===== config.mk =====
export PLATFORM = sky130hd
export DESIGN_NAME = pending_request_timeout_table_flat
export DESIGN_NICKNAME = d
export VERILOG_FILES = /design/src/rtl/prt_pkg.sv /design/src/rtl/prt_if.sv /design/src/rtl/prt_cell.sv /design/src/rtl/pending_request_timeout_table.sv /design/src/flat_wrapper.sv
export SDC_FILE = /design/constraint.sdc
export NUM_CORES = 2
export LEC_CHECK = 0
export ABC_CLOCK_PERIOD_IN_PS = 7500
export BUFFER_PORTS_ARGS = -buffer_cell sky130_fd_sc_hd__buf_2
export CORE_UTILIZATION = 55
export CTS_BUF_LIST = sky130_fd_sc_hd__clkbuf_4 sky130_fd_sc_hd__clkbuf_8 sky130_fd_sc_hd__clkbuf_16
export DETAILED_ROUTE_END_ITERATION = 12
export PLACE_DENSITY = 0.71
export SLEW_MARGIN = 20
export SYNTH_ARGS = -nofsm -noshare
export SYNTH_HDL_FRONTEND = slang
export SYNTH_HIERARCHICAL = 1
export SYNTH_SLANG_ARGS = --single-unit

===== constraint.sdc =====
create_clock -name clk -period 7.5 [get_ports clk]
set_input_delay 2.25 -clock clk [delete_from_list [all_inputs] [get_ports clk]]
set_output_delay 2.25 -clock clk [all_outputs]
set_load 0.05 [all_outputs]

===== src/rtl/prt_pkg.sv =====
// Types, codes and constants of the pending request timeout table.
package prt_pkg;

    localparam int TABLE_DEPTH = 16;
    localparam int IDX_W       = $clog2(TABLE_DEPTH);
    localparam int CNT_W       = $clog2(TABLE_DEPTH + 1);
    localparam int OCC_W       = 5;

    localparam logic [1:0] OP_INSERT    = 2'd0;
    localparam logic [1:0] OP_REMOVE_ID = 2'd1;
    localparam logic [1:0] OP_REMOVE_HD = 2'd2;
    localparam logic [1:0] OP_TICK      = 2'd3;

    localparam logic [2:0] ST_INSERTED  = 3'd0;
    localparam logic [2:0] ST_DUPLICATE = 3'd1;
    localparam logic [2:0] ST_FULL      = 3'd2;
    localparam logic [2:0] ST_REMOVED   = 3'd3;
    localparam logic [2:0] ST_NOTFOUND  = 3'd4;
    localparam logic [2:0] ST_EXPIRED   = 3'd5;
    localparam logic [2:0] ST_TICKNONE  = 3'd6;

    typedef struct packed {
        logic [15:0] id;
        logic [31:0] expiry;
        logic [31:0] addr;
        logic [15:0] port;
    } entry_t;

    typedef struct packed {
        logic load;
        logic shift;
    } cell_ctl_t;

    typedef struct packed {
        logic valid;
        logic match;
        logic expired;
    } cell_stat_t;

    function automatic logic [OCC_W-1:0] occ_of(input logic [CNT_W-1:0] cnt);
        logic [CNT_W+OCC_W-1:0] wide;
        begin
            wide = {{OCC_W{1'b0}}, cnt};
            return wide[OCC_W-1:0];
        end
    endfunction

endpackage


===== src/rtl/prt_if.sv =====
// Request and result channel interfaces of the pending request timeout table.
interface prt_req_if;
    logic        valid;
    logic        ready;
    logic [1:0]  op;
    logic [15:0] request_id;
    logic [31:0] peer_addr;
    logic [15:0] peer_port;

    modport source (output valid, op, request_id, peer_addr, peer_port, input ready);
    modport sink (input valid, op, request_id, peer_addr, peer_port, output ready);
endinterface

interface prt_rsp_if;
    logic        valid;
    logic        ready;
    logic [2:0]  status;
    logic [15:0] entry_id;
    logic [31:0] entry_addr;
    logic [15:0] entry_port;
    logic [4:0]  occupancy;
    logic        last;

    modport source (output valid, status, entry_id, entry_addr, entry_port, occupancy, last,
                    input ready);
    modport sink (input valid, status, entry_id, entry_addr, entry_port, occupancy, last,
                  output ready);
endinterface


===== src/rtl/prt_cell.sv =====
// One table cell: holds an entry, compares its id and expiry, shifts from its neighbour.
module prt_cell (
    input  logic                clk,
    input  logic                rst_n,
    input  prt_pkg::cell_ctl_t  ctl,
    input  prt_pkg::entry_t     load_entry,
    input  prt_pkg::entry_t     next_entry,
    input  logic                next_valid,
    input  logic [15:0]         cmp_id,
    input  logic [31:0]         now,
    output prt_pkg::entry_t     entry,
    output prt_pkg::cell_stat_t stat
);

    logic            valid_reg;
    logic            valid_next;
    prt_pkg::entry_t entry_reg;
    prt_pkg::entry_t entry_next;

    always_comb
    begin
        valid_next = valid_reg;
        entry_next = entry_reg;
        if (ctl.shift)
        begin
            valid_next = next_valid;
            entry_next = next_entry;
        end
        else if (ctl.load)
        begin
            valid_next = 1'b1;
            entry_next = load_entry;
        end
    end

    always_ff @(posedge clk or negedge rst_n)
    begin
        if (!rst_n)
        begin
            valid_reg <= 1'b0;
        end
        else
        begin
            valid_reg <= valid_next;
        end
    end

    always_ff @(posedge clk)
    begin
        entry_reg <= entry_next;
    end

    assign entry        = entry_reg;
    assign stat.valid   = valid_reg;
    assign stat.match   = valid_reg && (entry_reg.id == cmp_id);
    assign stat.expired = valid_reg && (entry_reg.expiry <= now);

endmodule


===== src/rtl/pending_request_timeout_table.sv =====
// Top level of the pending request timeout table: control sequencer and row of cells.
//
// Requests arrive on req (op, request_id, peer_addr, peer_port) and results leave on
// rsp (status, entry_id, entry_addr, entry_port, occupancy, last). The timeout in
// seconds is to be written through timeout_we / timeout_wdata only while the block is
// idle; the block itself does not enforce this. Entries sit in a row of cells in
// insertion order; a removal shifts the cells behind the removed one forward by one
// place. Insert, remove by id and remove head register the request, then make the
// parallel id compare across the cells and register the result. A new request can be
// taken in the cycle its result is shown, if that result is taken too; a request is
// thus finished before the next one is taken.
// A tick gives one result for every expired entry at the head, one per cycle while
// results are taken, or a single result when none has expired.
// A request is taken only when the sequencer is idle and the result register is free
// or being emptied; a stalled result holds its values and blocks further requests.
// Reset empties the table, clears the seconds counter and sets the timeout to 3.
module pending_request_timeout_table (
    input  logic            clk,
    input  logic            rst_n,
    prt_req_if.sink         req,
    prt_rsp_if.source       rsp,
    input  logic            timeout_we,
    input  logic [15:0]     timeout_wdata
);

    typedef enum logic [1:0] {
        S_IDLE,
        S_EXEC,
        S_TICK
    } state_t;

    state_t                       state_reg;
    state_t                       state_next;
    logic [1:0]                   op_reg;
    logic [1:0]                   op_next;
    logic [15:0]                  id_reg;
    logic [15:0]                  id_next;
    logic [31:0]                  addr_reg;
    logic [31:0]                  addr_next;
    logic [15:0]                  port_reg;
    logic [15:0]                  port_next;
    logic [prt_pkg::CNT_W-1:0]    count_reg;
    logic [prt_pkg::CNT_W-1:0]    count_next;
    logic [31:0]                  now_reg;
    logic [31:0]                  now_next;
    logic [15:0]                  timeout_reg;
    logic [15:0]                  timeout_next;

    logic                         out_valid_reg;
    logic                         out_valid_next;
    logic [2:0]                   out_status_reg;
    logic [2:0]                   out_status_next;
    prt_pkg::entry_t              out_entry_reg;
    prt_pkg::entry_t              out_entry_next;
    logic [prt_pkg::OCC_W-1:0]    out_occ_reg;
    logic [prt_pkg::OCC_W-1:0]    out_occ_next;
    logic                         out_last_reg;
    logic                         out_last_next;

    prt_pkg::entry_t              cell_entry [prt_pkg::TABLE_DEPTH];
    prt_pkg::cell_stat_t          cell_stat  [prt_pkg::TABLE_DEPTH];
    prt_pkg::cell_ctl_t           cell_ctl   [prt_pkg::TABLE_DEPTH];
    prt_pkg::entry_t              new_entry;

    logic                         req_take;
    logic                         out_free;
    logic                         found;
    logic [prt_pkg::IDX_W-1:0]    pos_idx;
    prt_pkg::entry_t              match_entry;
    logic                         full;

    assign out_free = !out_valid_reg || rsp.ready;
    assign req.ready = (state_reg == S_IDLE) && out_free;
    assign req_take = req.valid && req.ready;

    assign new_entry.id     = id_reg;
    assign new_entry.expiry = now_reg + {16'd0, timeout_reg};
    assign new_entry.addr   = addr_reg;
    assign new_entry.port   = port_reg;

    assign full = (count_reg == prt_pkg::CNT_W'(prt_pkg::TABLE_DEPTH));

    always_comb
    begin
        found       = 1'b0;
        pos_idx     = '0;
        match_entry = '0;
        for (int i = 0; i < prt_pkg::TABLE_DEPTH; i++)
        begin
            if (cell_stat[i].match)
            begin
                found       = 1'b1;
                pos_idx     = pos_idx | prt_pkg::IDX_W'(i);
                match_entry = match_entry | cell_entry[i];
            end
        end
    end

    always_comb
    begin
        state_next      = state_reg;
        op_next         = op_reg;
        id_next         = id_reg;
        addr_next       = addr_reg;
        port_next       = port_reg;
        count_next      = count_reg;
        now_next        = now_reg;
        timeout_next    = timeout_reg;
        out_valid_next  = out_valid_reg && !rsp.ready;
        out_status_next = out_status_reg;
        out_entry_next  = out_entry_reg;
        out_occ_next    = out_occ_reg;
        out_last_next   = out_last_reg;
        for (int i = 0; i < prt_pkg::TABLE_DEPTH; i++)
        begin
            cell_ctl[i] = '0;
        end

        if (timeout_we)
        begin
            timeout_next = timeout_wdata;
        end

        unique case (state_reg)
            S_IDLE:
            begin
                if (req_take)
                begin
                    op_next   = req.op;
                    id_next   = req.request_id;
                    addr_next = req.peer_addr;
                    port_next = req.peer_port;
                    if (req.op == prt_pkg::OP_TICK)
                    begin
                        now_next   = now_reg + 32'd1;
                        state_next = S_TICK;
                    end
                    else
                    begin
                        state_next = S_EXEC;
                    end
                end
            end
            S_EXEC:
            begin
                out_valid_next = 1'b1;
                out_last_next  = 1'b1;
                out_entry_next = '0;
                out_occ_next   = prt_pkg::occ_of(count_reg);
                state_next     = S_IDLE;
                unique case (op_reg)
                    prt_pkg::OP_INSERT:
                    begin
                        if (found)
                        begin
                            out_status_next = prt_pkg::ST_DUPLICATE;
                        end
                        else if (full)
                        begin
                            out_status_next = prt_pkg::ST_FULL;
                        end
                        else
                        begin
                            out_status_next = prt_pkg::ST_INSERTED;
                            count_next      = count_reg + prt_pkg::CNT_W'(1);
                            out_occ_next    = prt_pkg::occ_of(count_next);
                            for (int i = 0; i < prt_pkg::TABLE_DEPTH; i++)
                            begin
                                cell_ctl[i].load =
                                    (count_reg[prt_pkg::IDX_W-1:0] == prt_pkg::IDX_W'(i));
                            end
                        end
                    end
                    prt_pkg::OP_REMOVE_ID:
                    begin
                        if (found)
                        begin
                            out_status_next = prt_pkg::ST_REMOVED;
                            out_entry_next  = match_entry;
                            count_next      = count_reg - prt_pkg::CNT_W'(1);
                            out_occ_next    = prt_pkg::occ_of(count_next);
                            for (int i = 0; i < prt_pkg::TABLE_DEPTH; i++)
                            begin
                                cell_ctl[i].shift = (prt_pkg::IDX_W'(i) >= pos_idx);
                            end
                        end
                        else
                        begin
                            out_status_next = prt_pkg::ST_NOTFOUND;
                        end
                    end
                    prt_pkg::OP_REMOVE_HD:
                    begin
                        if (cell_stat[0].valid)
                        begin
                            out_status_next = prt_pkg::ST_REMOVED;
                            out_entry_next  = cell_entry[0];
                            count_next      = count_reg - prt_pkg::CNT_W'(1);
                            out_occ_next    = prt_pkg::occ_of(count_next);
                            for (int i = 0; i < prt_pkg::TABLE_DEPTH; i++)
                            begin
                                cell_ctl[i].shift = 1'b1;
                            end
                        end
                        else
                        begin
                            out_status_next = prt_pkg::ST_NOTFOUND;
                        end
                    end
                    default:
                    begin
                        out_status_next = prt_pkg::ST_TICKNONE;
                    end
                endcase
            end
            S_TICK:
            begin
                if (out_free)
                begin
                    out_valid_next = 1'b1;
                    if (cell_stat[0].expired)
                    begin
                        out_status_next = prt_pkg::ST_EXPIRED;
                        out_entry_next  = cell_entry[0];
                        count_next      = count_reg - prt_pkg::CNT_W'(1);
                        out_occ_next    = prt_pkg::occ_of(count_next);
                        out_last_next   = !cell_stat[1].expired;
                        for (int i = 0; i < prt_pkg::TABLE_DEPTH; i++)
                        begin
                            cell_ctl[i].shift = 1'b1;
                        end
                        if (!cell_stat[1].expired)
                        begin
                            state_next = S_IDLE;
                        end
                    end
                    else
                    begin
                        out_status_next = prt_pkg::ST_TICKNONE;
                        out_entry_next  = '0;
                        out_occ_next    = prt_pkg::occ_of(count_reg);
                        out_last_next   = 1'b1;
                        state_next      = S_IDLE;
                    end
                end
            end
            default:
            begin
                state_next = S_IDLE;
            end
        endcase
    end

    always_ff @(posedge clk or negedge rst_n)
    begin
        if (!rst_n)
        begin
            state_reg      <= S_IDLE;
            count_reg      <= '0;
            now_reg        <= '0;
            timeout_reg    <= 16'd3;
            out_valid_reg  <= 1'b0;
        end
        else
        begin
            state_reg      <= state_next;
            count_reg      <= count_next;
            now_reg        <= now_next;
            timeout_reg    <= timeout_next;
            out_valid_reg  <= out_valid_next;
        end
    end

    always_ff @(posedge clk)
    begin
        op_reg         <= op_next;
        id_reg         <= id_next;
        addr_reg       <= addr_next;
        port_reg       <= port_next;
        out_status_reg <= out_status_next;
        out_entry_reg  <= out_entry_next;
        out_occ_reg    <= out_occ_next;
        out_last_reg   <= out_last_next;
    end

    for (genvar g = 0; g < prt_pkg::TABLE_DEPTH; g++)
    begin : g_cell
        prt_pkg::entry_t nb_entry;
        logic            nb_valid;

        if (g < prt_pkg::TABLE_DEPTH - 1)
        begin : g_mid
            assign nb_entry = cell_entry[g+1];
            assign nb_valid = cell_stat[g+1].valid;
        end
        else
        begin : g_end
            assign nb_entry = '0;
            assign nb_valid = 1'b0;
        end

        prt_cell u_cell (
            .clk        (clk),
            .rst_n      (rst_n),
            .ctl        (cell_ctl[g]),
            .load_entry (new_entry),
            .next_entry (nb_entry),
            .next_valid (nb_valid),
            .cmp_id     (id_reg),
            .now        (now_reg),
            .entry      (cell_entry[g]),
            .stat       (cell_stat[g])
        );
    end

    assign rsp.valid      = out_valid_reg;
    assign rsp.status     = out_status_reg;
    assign rsp.entry_id   = out_entry_reg.id;
    assign rsp.entry_addr = out_entry_reg.addr;
    assign rsp.entry_port = out_entry_reg.port;
    assign rsp.occupancy  = out_occ_reg;
    assign rsp.last       = out_last_reg;

endmodule


===== src/flat_wrapper.sv =====
// flat-port wrapper written by rule: the top's interface ports become plain ports
module pending_request_timeout_table_flat 
  (clk, rst_n, timeout_we, timeout_wdata, req_valid, req_op, req_request_id, req_peer_addr, req_peer_port, req_ready, rsp_valid, rsp_status, rsp_entry_id, rsp_entry_addr, rsp_entry_port, rsp_occupancy, rsp_last, rsp_ready);
  prt_req_if req_i ();
  prt_rsp_if rsp_i ();
  input  logic clk;
  input  logic rst_n;
  input  logic timeout_we;
  input  logic [15:0] timeout_wdata;
  input wire logic [$bits(req_i.valid)-1:0] req_valid;
  input wire logic [$bits(req_i.op)-1:0] req_op;
  input wire logic [$bits(req_i.request_id)-1:0] req_request_id;
  input wire logic [$bits(req_i.peer_addr)-1:0] req_peer_addr;
  input wire logic [$bits(req_i.peer_port)-1:0] req_peer_port;
  output wire logic [$bits(req_i.ready)-1:0] req_ready;
  output wire logic [$bits(rsp_i.valid)-1:0] rsp_valid;
  output wire logic [$bits(rsp_i.status)-1:0] rsp_status;
  output wire logic [$bits(rsp_i.entry_id)-1:0] rsp_entry_id;
  output wire logic [$bits(rsp_i.entry_addr)-1:0] rsp_entry_addr;
  output wire logic [$bits(rsp_i.entry_port)-1:0] rsp_entry_port;
  output wire logic [$bits(rsp_i.occupancy)-1:0] rsp_occupancy;
  output wire logic [$bits(rsp_i.last)-1:0] rsp_last;
  input wire logic [$bits(rsp_i.ready)-1:0] rsp_ready;
  assign req_i.valid = req_valid;
  assign req_i.op = req_op;
  assign req_i.request_id = req_request_id;
  assign req_i.peer_addr = req_peer_addr;
  assign req_i.peer_port = req_peer_port;
  assign req_ready = req_i.ready;
  assign rsp_valid = rsp_i.valid;
  assign rsp_status = rsp_i.status;
  assign rsp_entry_id = rsp_i.entry_id;
  assign rsp_entry_addr = rsp_i.entry_addr;
  assign rsp_entry_port = rsp_i.entry_port;
  assign rsp_occupancy = rsp_i.occupancy;
  assign rsp_last = rsp_i.last;
  assign rsp_i.ready = rsp_ready;
  pending_request_timeout_table u_core (.clk(clk), .rst_n(rst_n), .req(req_i), .rsp(rsp_i), .timeout_we(timeout_we), .timeout_wdata(timeout_wdata));
endmodule

==> results.md <==
- Global routing used 32.74% of the available tracks across all layers.
- The number of design-rule violations left by the first detailed-router iteration is 7462.
- The post-route worst setup slack is slightly above 900 ps.
- between 150 and 200 I/O pins were placed.
- Entering global routing, the biggest net connects between 90 and 100 pins.
- The switching part of the total is ~28%.
- The library cells used most frequently in the layout, excluding fill and tap cells, are 1675 x sky130_fd_sc_hd__edfxtp_1, 1461 x sky130_fd_sc_hd__mux2_2, 320 x sky130_fd_sc_hd__a22o_1, 261 x sky130_fd_sc_hd__a221oi_1, 222 x sky130_fd_sc_hd__xnor2_1.
- The clock group share of total power is between 30% and 40%.
- Before antenna repair, the detailed router went through 7 iterations.
- The worst setup path is launched from a flop.
- The detailed placer's ending HPWL is approximately 140000 µm.
- The final critical path takes up between 80 and 90% of the cycle.
- The number of input and output port buffers inserted is 161.
- The filler cells instantiated in the layout total 11222.
- In this run, post-CTS hold repair placed 0 buffers.
- The smallest clock period supported by the final layout is computed as between 6000 and 7000 ps.
- The final wirelength is 259800 µm.
- The via count of the first global-routing pass is roughly 54000.
- The count of instances resized after the clock tree is built is 0.
- The number of max-slew violations in the final report is 0.
- The combined flip-flop and latch cell area is 52100 µm².
- The signal on the critical path passes through inv_1, ha_1, a21oi_1, o21ai_0, a221oi_1, o31ai_1, o22ai_1, nand2_1, o21ai_0, nand2_1, or3_1, o21ai_4, or2_4, buf_4.
- In the synthesized netlist, the number of instances is 5497.
- The tightest min-delay check is of the flop to flop type.
- The floorplan die width is 394.9 µm.
- The setup-violating endpoint count in the final report is 0.
- The clock transition at the registers of the reported paths is about 60 ps.
- The worst slack at placement is 1105 ps.
- The starting utilization of the core area is 55.64%.
- In this run the core area contains approximately 140 standard-cell rows.
- The endpoint type of the worst setup path is a flop.
- The final clock skew is 34.10 ps.
- For this run, design rule violations remaining after detail routing come to 0.
- The initial antenna violation count was 9.
- Dividing total power by cell area gives a power density of around 280 nW/µm².
- The clock tree root buffer cell is sky130_fd_sc_hd__clkbuf_16.
- Setup repair after global routing left no endpoint under its margin.
- The deepest level of the CTS H-tree is 4.
- The CTS buffer count is 182.
- Sequential cells account for 47.9% of the total power.
- The internal power of the cells totals 19150 µW.
- Counting along the longest clock path gives a buffer depth of 3.
- At the worst endpoint, the required time is approximately 7900 ps.
- The flip-flop count of the largest register, all copies and words added is 1536.
- The clock tree from TritonCTS is yes.
- The run finished with clean final reports.
- The number of buffer and inverter stages on the critical path is 2.
- In the final layout, the share of cells above drive strength 1 is 36.23%.
- The area used by multi-input combinational logic is 31580 µm².
- The detail route stage leaves a number of antenna-violating nets equal to 0.
- Based on the critical path, the design can be clocked at up to about 150 MHz.
- Relative to the synthesized area, the layout overhead comes to 11.30%.
- The die area is 156000 µm².
- The critical path's largest stage delay is 830 ps.
- For this design, the sink count on the clock tree is about 1700.
- In this run the post-CTS setup repair buffer count came out at 0.
- After detailed routing, the average wire length per cell comes to 32.91 µm.
- The number of synthesis warnings is 6.
- The total overflow left after global routing is 0.
- In this run the static leakage power is roughly 0.032 µW.
- The critical path is of the flop to flop type.
- Combinational logic burns 18.7% of the power.
- For flop-to-flop paths, the worst setup slack is ~910 ps.
- The cell area after technology mapping is about 85000 µm².
- The count of final hold-check violations is 0.
- Data arrives at the worst endpoint at ~7000 ps.
- The die is 394.9 µm tall.
- The first global-routing pass estimated 374000 µm of wire.
- The net switching power is between 7000 and 8000 µW.
- A synthesized cell averages 15.45 µm².
- The number of vias per cell is 6.923.
- The slew at the pin closest to its max-slew limit is 1214 ps.
- On the critical path, the stage with the largest delay is an instance of sky130_fd_sc_hd__or2_4.
- The detailed router placed 54666 vias in this run.
- Routability-driven placement finished with a final weighted congestion of 0.9485.
- The most frequent standard cell in the layout excluding fill and tap cells is sky130_fd_sc_hd__edfxtp_1.
- The clock insertion delay at the later pin of the skew report is 840 ps.
- Across the run, the number of max-cap violations was 0.
- The worst slew margin relative to its limit is 19.04%.
- The peak ir drop on the vdd network is 0.2596 mV.
- The final net count is 5901.
- The top cell family by delay on the critical path is compound AO/OA/AOI/OAI gates.
- The summed negative setup slack over all endpoints is 0 ps.
- After floorplanning, the core was sized to cover roughly 150000 µm².
- In this run the worst path has a maximum fanout of 37.
==> metal layers <==
metal  part of all wire (%)  vias to the layer above  global-route usage (%)  wire length [µm]
met5                  0.031                        -                       0                80
met4                    4.1                       12                   12.11             10690
met3                     12                      789                   7.336             31710
met2                     45                     3779                   49.71            115700
met1                     39                    27657                   46.22            101600
li1                       -                    22429                       -                 -
==> cell type report <==
cell class	instances	share of cell area, %
Timing Repair Buffer	298	2.235
Antenna cell	1	0.002648
Inverter	88	0.3627
Multi-Input combinational cell	3403	33.42
Clock buffer	229	5.286
Sequential cell	1747	55.13
Clock inverter	100	0.8830
Tap cell	2030	2.687
==> power by group through the flow <==
stage	clock (µW)	combinational [µW]	sequential [µW]
4_1_cts	9040	4940	12800
3_5_place_dp	0	4930	13000
2_1_floorplan	0	2820	13400
6_report	8950	5000	12800
5_1_grt	9410	5240	12900
3_3_place_gp	0	4820	13000
==> metrics by stage <==
stage          util, %  total power (µW)  std cells  cell area [µm²]  hold slack, ps
6_report         61.93             26730       7896            94510           510.4
5_1_grt          61.93             27520       7896            94510           541.0
4_1_cts          61.92             26760       7895            94500           514.8
3_5_place_dp     58.10             17890       7566            88670           501.9
3_3_place_gp     58.09             17770       7564            88660           503.0
2_1_floorplan        -             16260       5593            85280           484.9
==> final timing paths <==
path                                             from  cells after the start                                  to
worst max-delay path               u_core/now_reg[19]                     14  u_core/g_cell[10].u_cell/entry[60]
worst min-delay path            u_core/timeout_reg[9]                      1               u_core/timeout_reg[9]
worst max register to register     u_core/now_reg[19]                     14  u_core/g_cell[10].u_cell/entry[60]
worst min register to register  u_core/timeout_reg[9]                      1               u_core/timeout_reg[9]
max in group asynchronous                       rst_n                      2                  u_core/now_reg[27]
min in group asynchronous                       rst_n                      1                   u_core/now_reg[5]
Note: power is estimated with default switching activity, not from simulation.
